**src/hdl/antenna_pan_tilt_pointer_slew_core_macros.svh**
```systemverilog
// Assertion macros shared by the pointer RTL.
`ifndef ANTENNA_PAN_TILT_POINTER_SLEW_CORE_MACROS_SVH
`define ANTENNA_PAN_TILT_POINTER_SLEW_CORE_MACROS_SVH

// Implication checked on every clock edge outside reset.
`define APT_ASSERT_IMPL(label, ante, cons, msg) \
    label: assert property (@(posedge clk) disable iff (!rst_n) (ante) |-> (cons)) \
        else $error(msg);

// Implication whose consequent is checked in the cycle after the antecedent.
`define APT_ASSERT_NEXT(label, ante, cons, msg) \
    label: assert property (@(posedge clk) disable iff (!rst_n) (ante) |=> (cons)) \
        else $error(msg);

`endif

```
**src/hdl/aptp_pkg.sv**
```systemverilog
`default_nettype none
package aptp_pkg;

    localparam int unsigned ATAN_ENTRIES = 24;
    localparam int unsigned OFFSET_BITS = 21;
    localparam logic [7:0] DEG_90  = 8'd90;
    localparam logic [7:0] DEG_180 = 8'd180;
    localparam logic [15:0] NEAR_RADIUS_RESET = 16'd20;
    localparam logic [7:0] SLEW_STEP_RESET = 8'd1;
    localparam logic [17:0] GAIN_Q16 = 18'd107922;

    // Register indexes of the configuration port.
    localparam logic [0:0] REG_NEAR_RADIUS = 1'b0;
    localparam logic [0:0] REG_SLEW_STEP   = 1'b1;

    // Request codes.
    localparam logic REQ_POSITION = 1'b0;
    localparam logic REQ_TICK     = 1'b1;

    typedef struct packed {
        logic                   req_type;
        logic [OFFSET_BITS-1:0] east_offset;
        logic [OFFSET_BITS-1:0] north_offset;
        logic [15:0]            height;
    } in_item_t;

    typedef struct packed {
        logic [7:0] pan_now;
        logic [7:0] tilt_now;
        logic [7:0] pan_goal;
        logic [7:0] tilt_goal;
    } out_item_t;

    typedef struct packed {
        logic       index;
        logic [15:0] data;
    } cfg_item_t;

    // Rounded Q16 degree values of atan(2^-i).
    function automatic logic [21:0] atan_q16(input logic [4:0] i);
        logic [21:0] v;
        begin
            case (i)
                5'd0:  v = 22'd2949120;
                5'd1:  v = 22'd1740967;
                5'd2:  v = 22'd919879;
                5'd3:  v = 22'd466945;
                5'd4:  v = 22'd234379;
                5'd5:  v = 22'd117304;
                5'd6:  v = 22'd58666;
                5'd7:  v = 22'd29335;
                5'd8:  v = 22'd14668;
                5'd9:  v = 22'd7334;
                5'd10: v = 22'd3667;
                5'd11: v = 22'd1833;
                5'd12: v = 22'd917;
                5'd13: v = 22'd458;
                5'd14: v = 22'd229;
                5'd15: v = 22'd115;
                5'd16: v = 22'd57;
                5'd17: v = 22'd29;
                5'd18: v = 22'd14;
                5'd19: v = 22'd7;
                5'd20: v = 22'd4;
                5'd21: v = 22'd2;
                5'd22: v = 22'd1;
                default: v = 22'd0;
            endcase
            return v;
        end
    endfunction

    // Clamp a Q16 angle to 0..180 degrees and round half up.
    function automatic logic [7:0] round_deg(input logic signed [25:0] q);
        logic signed [25:0] c;
        logic [25:0] s;
        begin
            c = q;
            if (q < 0)
                c = '0;
            if (q > 26'sd11796480)
                c = 26'sd11796480;
            s = unsigned'(c) + 26'd32768;
            return s[23:16];
        end
    endfunction

endpackage
`default_nettype wire

```
**src/hdl/aptp_cordic.sv**
```systemverilog
`default_nettype none
`include "antenna_pan_tilt_pointer_slew_core_macros.svh"
// Vectoring CORDIC that runs one micro-rotation per cycle.
module aptp_cordic
    import aptp_pkg::*;
#(
    parameter int unsigned W     = 48,
    parameter int unsigned STEPS = 16
)
(
    input  wire logic                clk,
    input  wire logic                rst_n,
    input  wire logic                start,
    input  wire logic signed [W-1:0] x_in,
    input  wire logic signed [W-1:0] y_in,
    output logic                     done,
    output logic signed [W-1:0]      mag,
    output logic signed [25:0]       angle
);

    localparam int unsigned NSTEP = (STEPS < ATAN_ENTRIES) ? STEPS : ATAN_ENTRIES;

    logic signed [W-1:0] x_reg, y_reg;
    logic signed [25:0]  z_reg;
    logic [4:0]          i_reg;
    logic                busy_reg;
    logic                done_reg;
    logic signed [W-1:0] dx, dy;
    logic signed [25:0]  da;

    // Arithmetic shifts floor, as the rotation needs.
    always_comb
    begin
        dx = y_reg >>> i_reg;
        dy = x_reg >>> i_reg;
        da = signed'({4'd0, atan_q16(i_reg)});
    end

    // One rotation per cycle.
    always_ff @(posedge clk or negedge rst_n)
    begin
        if (!rst_n)
        begin
            busy_reg <= 1'b0;
            done_reg <= 1'b0;
            i_reg    <= '0;
        end
        else
        begin
            done_reg <= 1'b0;
            if (start)
            begin
                busy_reg <= 1'b1;
                i_reg    <= '0;
                x_reg    <= x_in;
                y_reg    <= y_in;
                z_reg    <= '0;
            end
            else if (busy_reg)
            begin
                if (y_reg >= 0)
                begin
                    x_reg <= x_reg + dx;
                    y_reg <= y_reg - dy;
                    z_reg <= z_reg + da;
                end
                else
                begin
                    x_reg <= x_reg - dx;
                    y_reg <= y_reg + dy;
                    z_reg <= z_reg - da;
                end
                if (i_reg == 5'(NSTEP - 1))
                begin
                    busy_reg <= 1'b0;
                    done_reg <= 1'b1;
                end
                i_reg <= i_reg + 5'd1;
            end
        end
    end

    assign done  = done_reg;
    assign mag   = x_reg;
    assign angle = z_reg;

    `APT_ASSERT_IMPL(a_done_ends_run, done_reg, !busy_reg, "done while busy")
    `APT_ASSERT_IMPL(a_step_range, busy_reg, i_reg < 5'(NSTEP), "step past end")
    `APT_ASSERT_NEXT(a_done_pulse, done_reg, !done_reg, "done held")

endmodule
`default_nettype wire

```
**src/hdl/antenna_pan_tilt_pointer_slew_core.sv**
```systemverilog
// Pan/tilt pointer: a position transaction computes pan and tilt targets with
// one shared vectoring CORDIC (a near test, then two runs, pan then tilt, when
// the squared distance exceeds the squared near radius, else both targets are
// set to 90 degrees); a tick transaction moves each current angle by slew_step
// toward its target. The block takes one transaction at a time; the result
// waits in an output register and the next transaction is taken once it leaves.
`default_nettype none
`include "antenna_pan_tilt_pointer_slew_core_macros.svh"
module antenna_pan_tilt_pointer_slew_core
    import aptp_pkg::*;
#(
    parameter int unsigned CORDIC_STEPS = 16
)
(
    input  wire logic      clk,
    input  wire logic      rst_n,
    input  wire logic      in_valid,
    output logic           in_ready,
    input  wire in_item_t  in_data,
    output logic           out_valid,
    input  wire logic      out_ready,
    output out_item_t      out_data,
    input  wire logic      cfg_valid,
    output logic           cfg_ready,
    input  wire cfg_item_t cfg_data
);

    localparam int unsigned CW = 64;
    localparam int unsigned DIST_W = 2 * OFFSET_BITS + 1;

    typedef enum logic [2:0] {S_IDLE, S_NEAR, S_PAN, S_ELEV, S_DONE} state_t;

    state_t       state_reg;
    logic [15:0]  near_reg;
    logic [7:0]   step_reg;
    logic [7:0]   pan_t_reg, tilt_t_reg, pan_c_reg, tilt_c_reg;
    logic signed [OFFSET_BITS-1:0] e_reg, n_reg;
    logic signed [15:0] h_reg;
    logic [OFFSET_BITS-1:0] ae_reg, an_reg;
    logic [2*OFFSET_BITS-1:0] ae_sq, an_sq;
    logic [DIST_W-1:0] dist2_reg;
    logic [31:0]  r2_reg;
    logic         out_valid_reg;
    logic         cstart;
    logic signed [34:0] h_gain;
    logic signed [CW-1:0] cx, cy, cmag;
    logic signed [25:0] cang;
    logic         cdone;
    logic signed [25:0] a_cl;
    logic [7:0]   pan_calc;
    logic signed [25:0] tilt_q;
    logic         rev;

    // Magnitudes of the offsets, registered at accept.
    function automatic logic [OFFSET_BITS-1:0] absv(input logic signed [OFFSET_BITS-1:0] v);
        return v[OFFSET_BITS-1] ? OFFSET_BITS'(-v) : OFFSET_BITS'(v);
    endfunction

    function automatic logic [7:0] approach(input logic [7:0] c, input logic [7:0] t,
                                           input logic [7:0] s);
        logic [7:0] r;
        begin
            r = c;
            if (c > t)
                r = (c - t > s) ? c - s : t;
            else if (c < t)
                r = (t - c > s) ? c + s : t;
            return r;
        end
    endfunction

    assign in_ready  = (state_reg == S_IDLE) && !out_valid_reg;
    assign cfg_ready = 1'b1;
    assign out_valid = out_valid_reg;

    // Squares for the near test and the scaled height.
    assign ae_sq  = ae_reg * ae_reg;
    assign an_sq  = an_reg * an_reg;
    assign h_gain = h_reg * signed'({1'b0, GAIN_Q16});

    // Operands of the shared CORDIC depend on the phase.
    always_comb
    begin
        if (state_reg == S_NEAR)
        begin
            cx = CW'(signed'({1'b0, ae_reg, 8'd0}));
            cy = CW'(signed'({1'b0, an_reg, 8'd0}));
        end
        else
        begin
            cx = cmag <<< 8;
            cy = CW'(h_gain);
        end
    end

    // Pan from the first run and tilt from the second.
    always_comb
    begin
        a_cl = cang;
        if (cang < 0)
            a_cl = '0;
        if (cang > 26'sd5898240)
            a_cl = 26'sd5898240;
        if (e_reg == '0)
            pan_calc = DEG_90;
        else if (n_reg == '0)
            pan_calc = 8'd0;
        else if (n_reg[OFFSET_BITS-1] == e_reg[OFFSET_BITS-1])
            pan_calc = round_deg(a_cl);
        else
            pan_calc = round_deg(26'sd11796480 - a_cl);
        rev = (!n_reg[OFFSET_BITS-1] && n_reg != '0)
            || (n_reg == '0 && !e_reg[OFFSET_BITS-1] && e_reg != '0);
        tilt_q = rev ? 26'sd11796480 - cang : cang;
    end

    aptp_cordic #(.W(CW), .STEPS(CORDIC_STEPS)) u_cordic (
        .clk   (clk),
        .rst_n (rst_n),
        .start (cstart),
        .x_in  (cx),
        .y_in  (cy),
        .done  (cdone),
        .mag   (cmag),
        .angle (cang)
    );

    assign cstart = (state_reg == S_NEAR && (dist2_reg > DIST_W'(r2_reg)))
                 || (state_reg == S_PAN && cdone);

    // Sequencer, state and registers.
    always_ff @(posedge clk or negedge rst_n)
    begin
        if (!rst_n)
        begin
            state_reg     <= S_IDLE;
            near_reg      <= NEAR_RADIUS_RESET;
            step_reg      <= SLEW_STEP_RESET;
            pan_t_reg     <= DEG_90;
            tilt_t_reg    <= DEG_90;
            pan_c_reg     <= DEG_90;
            tilt_c_reg    <= DEG_90;
            out_valid_reg <= 1'b0;
        end
        else
        begin
            if (cfg_valid)
            begin
                if (cfg_data.index == REG_NEAR_RADIUS)
                    near_reg <= cfg_data.data;
                else
                    step_reg <= cfg_data.data[7:0];
            end
            if (out_valid_reg && out_ready)
                out_valid_reg <= 1'b0;
            unique case (state_reg)
                S_IDLE:
                begin
                    if (in_valid && in_ready)
                    begin
                        e_reg  <= signed'(in_data.east_offset[OFFSET_BITS-1:0]);
                        n_reg  <= signed'(in_data.north_offset[OFFSET_BITS-1:0]);
                        h_reg  <= signed'(in_data.height);
                        ae_reg <= absv(signed'(in_data.east_offset[OFFSET_BITS-1:0]));
                        an_reg <= absv(signed'(in_data.north_offset[OFFSET_BITS-1:0]));
                        r2_reg <= near_reg * near_reg;
                        if (in_data.req_type == REQ_TICK)
                        begin
                            pan_c_reg  <= approach(pan_c_reg, pan_t_reg, step_reg);
                            tilt_c_reg <= approach(tilt_c_reg, tilt_t_reg, step_reg);
                            state_reg  <= S_DONE;
                        end
                        else
                        begin
                            state_reg <= S_NEAR;
                            dist2_reg <= '0;
                        end
                    end
                end
                S_NEAR:
                begin
                    // The squared distance is formed first, then compared; a zero offset goes straight to the compare.
                    if (dist2_reg == '0 && (ae_reg != '0 || an_reg != '0))
                        dist2_reg <= {1'b0, ae_sq} + {1'b0, an_sq};
                    else if (dist2_reg > DIST_W'(r2_reg))
                        state_reg <= S_PAN;
                    else
                    begin
                        pan_t_reg  <= DEG_90;
                        tilt_t_reg <= DEG_90;
                        state_reg  <= S_DONE;
                    end
                end
                S_PAN:
                begin
                    if (cdone)
                    begin
                        pan_t_reg <= pan_calc;
                        state_reg <= S_ELEV;
                    end
                end
                S_ELEV:
                begin
                    if (cdone)
                    begin
                        tilt_t_reg <= round_deg(tilt_q);
                        state_reg  <= S_DONE;
                    end
                end
                S_DONE:
                begin
                    out_valid_reg <= 1'b1;
                    state_reg     <= S_IDLE;
                end
                default: state_reg <= S_IDLE;
            endcase
        end
    end

    assign out_data.pan_now   = pan_c_reg;
    assign out_data.tilt_now  = tilt_c_reg;
    assign out_data.pan_goal  = pan_t_reg;
    assign out_data.tilt_goal = tilt_t_reg;

    `APT_ASSERT_IMPL(a_no_accept_busy, state_reg != S_IDLE, !in_ready, "accept while busy")
    `APT_ASSERT_NEXT(a_done_gives_out, state_reg == S_DONE, out_valid, "result missing")
    `APT_ASSERT_IMPL(a_goal_range, out_valid, out_data.pan_goal <= DEG_180
                     && out_data.tilt_goal <= DEG_180, "goal out of range")

endmodule
`default_nettype wire
```
**config.mk**
```make
export PLATFORM = sky130hd
export DESIGN_NAME = antenna_pan_tilt_pointer_slew_core
export DESIGN_NICKNAME = d
export VERILOG_FILES = /design/src/hdl/aptp_pkg.sv /design/src/hdl/aptp_cordic.sv /design/src/hdl/antenna_pan_tilt_pointer_slew_core.sv
export VERILOG_INCLUDE_DIRS = /design/src /design/src/hdl
export SDC_FILE = /design/constraint.sdc
export NUM_CORES = 2
export LEC_CHECK = 0
export ABC_CLOCK_PERIOD_IN_PS = 10900
export BUFFER_PORTS_ARGS = -buffer_cell sky130_fd_sc_hd__buf_2
export CORE_MARGIN = 4
export CORE_UTILIZATION = 35
export CTS_BUF_LIST = sky130_fd_sc_hd__clkbuf_4
export DETAILED_ROUTE_END_ITERATION = 7
export PLACE_DENSITY_LB_ADDON = 0.25
export REMOVE_ABC_BUFFERS = 1
export SETUP_SLACK_MARGIN = 0.02
export SYNTH_ARGS = -nofsm -noshare
export SYNTH_HDL_FRONTEND = slang
export SYNTH_SLANG_ARGS = --single-unit
```
**constraint.sdc**
```tcl
create_clock -name clk -period 10.9 [get_ports clk]
set_input_delay 0.545 -clock clk [delete_from_list [all_inputs] [get_ports clk]]
set_output_delay 0.545 -clock clk [all_outputs]
set_load 0.03 [all_outputs]
```
==> impl_metrics.tcl <==
set metrics [dict create \
    drive_above_1_share 0.08831 \
    cts_buffer_depth 3 \
    floorplan.die_area_sq_um 231100 \
    drc_errors 2 \
    violations "DRC" \
    max-cap-violations 0 \
    slew_headroom 0.2399 \
    hold_viol 0 \
    worst-path-max-fanout 23 \
    rows 173 \
    place_ws_ps 1438 \
    grt_max_degree 131 \
    initial_core_util 0.3518 \
    synth_edf_count 326 \
    worst_setup_path_start_kind "flip-flop" \
    grt_pass1_wl_um 388900 \
    synth_top_family_by_area "adder cells" \
    boundaryPins 116 \
    ys_ff_latch 393 \
    drt_iter0_drc 5168 \
    final_cell_mix "inv_1 (1513), fa_1 (947), nand2_1 (795), ha_1 (783), nor2_1 (465)" \
    reg2regPathDepth 26 \
    cts_tree "yes" \
    r2r-end "dist2_reg[35]$_SDFFCE_PN0P_" \
    whs_ps 143.6 \
    synthSimpleGateAreaFrac 0.1300 \
    nets 10470 \
    endpoint_kind "flip-flop" \
    core_sq_um 222300 \
    ys_warn_count 0 \
    grt_pass1_vias 65150 \
    grt-ovfl-total 0 \
    clockRootBuffer "clkbuf_4" \
    netlist_area_sq_um 78220 \
    synthArstFlopShare 0.1705 \
    path_class "reg2reg" \
    ys.flop_type "edfxtp_1" \
    insertion_delay_ps 1230 \
    rsz0062_at_grt "false" \
    crit_arrival_ps 10510 \
    min_period_ps 9667 \
    worstSetupStartpoint "ae_reg[2]$_DFFE_PP_" \
    yosys.area_share.adder 0.3676 \
    fin_skew_ps 151.9 \
    yosysUniqueCellTypes 102 \
    wire_per_inst_um 21.36 \
    worstPathRequired_ps 11740 \
    cts_sinks 393 \
    syn_area_per_cell_sq_um 9.103 \
    port_buffers 114 \
    vias_per_cell 5.372 \
    h-tree-depth 4 \
    gp_congestion 0.9358 \
    fin_crit_sh 0.8869 \
    muxShareOfSynthArea 0.07966 \
    status "complete, but fails checks" \
    layout_commonest_cell "inv_1" \
    hold_path.class "in2reg" \
    fin_util 0.3794 \
    seq_area_frac_synth 0.1469 \
    worst_slack_ps 1233 \
    syn_inst 8592 \
    tightest_slew_ps 1140 \
    fp.dieW_um 480.7 \
    dieHeight_um 480.7 \
    setup_viol 0 \
    numCtsBuffers 131 \
    clk_pin_slew_worst_paths_ps 60 \
    place_hpwl_um 201700 \
    maxSlewViolCount 0 \
    ff2ff_setup_slack_ps 1230 \
    postRouteAntennaNets 0 \
    post-cts-setup-buffers 0 \
    routed_wl_um 250800 \
    endpoint "dist2_reg[35]$_SDFFCE_PN0P_" \
    areaGrowthSynthToFinish_pct 7.838 \
    vias 63060 \
    synth-xor-area-share 0.05375 \
    synth_compound_area_frac 0.1291 \
    clock.fmax_mhz 103.4 \
    grt_antenna_before_repair 12 \
    first_pass_iters 8 \
    rr_startpoint "ae_reg[2]$_DFFE_PP_" \
    track_usage 0.2171 \
]
## layout make-up
| type | count | area, sq um |
|---|---|---|
| well taps | 2975 | 3722 |
| diodes | 10 | 25.02 |
| multi-input cells | 6316 | 59510 |
| repair buffers | 295 | 2230 |
| flip-flops and latches | 393 | 11510 |
| fillers | 22540 | 138000 |
| inverters | 1518 | 5703 |
| clock buffers | 187 | 1404 |
| clock inverters | 44 | 240.2 |
## cells in the mapped netlist (199+ instances only)
| library cell | n | area, sq um |
|---|---|---|
| a21oi_1 | 409 | 2047 |
| and2_1 | 244 | 1526 |
| clkbuf_1 | 273 | 1025 |
| edfxtp_1 | 326 | 9789 |
| fa_1 | 947 | 18960 |
| ha_1 | 783 | 9797 |
| inv_1 | 1515 | 5687 |
| nand2_1 | 797 | 2992 |
| nor2_1 | 467 | 1753 |
| o21ai_0 | 331 | 1657 |
| xnor2_1 | 281 | 2461 |
| xor2_1 | 199 | 1743 |
## critical path, cell delays in order, from the launching register on
cell and delay, ps:
edfxtp_1 1090, nand2_1 270, fa_1 600, inv_1 60, fa_1 560, fa_1 450, fa_1 520, inv_1 50
fa_1 470, inv_1 50, fa_1 480, fa_1 550, inv_1 60, fa_1 480, inv_1 50, ha_1 340
and3_1 210, and3_1 180, and3_1 200, nor4b_1 630, o31ai_1 280, o31ai_1 830, o21ai_0 280, a31o_2 300
a21oi_1 160, xor2_1 160, nor2_1 50
## per-layer routing
metal  wire length, um  up-vias  global-route usage
met2            118300     2039              0.3567
met4             10230        2             0.08236
met3             15220      429             0.03344
li1                  -    29030                   -
met1            107000    31560              0.2881
met5                 9        -                   0
## metrics by stage
stage	area, sq um	TNS (ps)	std cells
finish	84350	0	11740
global route	84340	0	11740
CTS	84320	0	11730
detailed placement	81790	0	11410
global placement	81790	0	11410
floorplan	76650	-438830	8227
## what timing repair did
item                                   CTS  global route
resized for setup                        0             0
endpoints found under the hold margin  179             0
hold buffers                            89             0
## worst min-delay path by stage
| stage | startpoint | endpoint | slack, ps | cells past startpoint |
|---|---|---|---|---|
| 4_1_cts | rst_n | u_cordic.busy_reg$_DFF_PN0_ | 8 | 3 |
| 5_1_grt | in_data[34] | n_reg[18]$_DFFE_PP_ | 40 | 2 |
| 6_report | in_data[27] | n_reg[11]$_DFFE_PP_ | 140 | 2 |
| 3_5_place_dp | tilt_t_reg[6]$_DFFE_PN1P_ | tilt_t_reg[6]$_DFFE_PN1P_ | 540 | 2 |
| 3_3_place_gp | tilt_t_reg[6]$_DFFE_PN1P_ | tilt_t_reg[6]$_DFFE_PN1P_ | 530 | 2 |
| 2_1_floorplan | rst_n | near_reg[0]$_DFFE_PN0P_ | 250 | 0 |
## cell families (layout without fill, tap and decap cells)
kind of cell | count (synthesis) | after routing
flip-flops | 393 | 393
adder cells (fa/ha/maj) | 1730 | 1730
other | 1 | 11
multiplexers | 407 | 407
AND/OR/NAND/NOR | 2141 | 2141
XOR/XNOR | 480 | 480
buffers and inverters | 1883 | 2044
AO/OA/AOI/OAI | 1557 | 1557
Power is not shown: default switching activity piles up to over one toggle a cycle in this logic, so the estimate is an artifact.
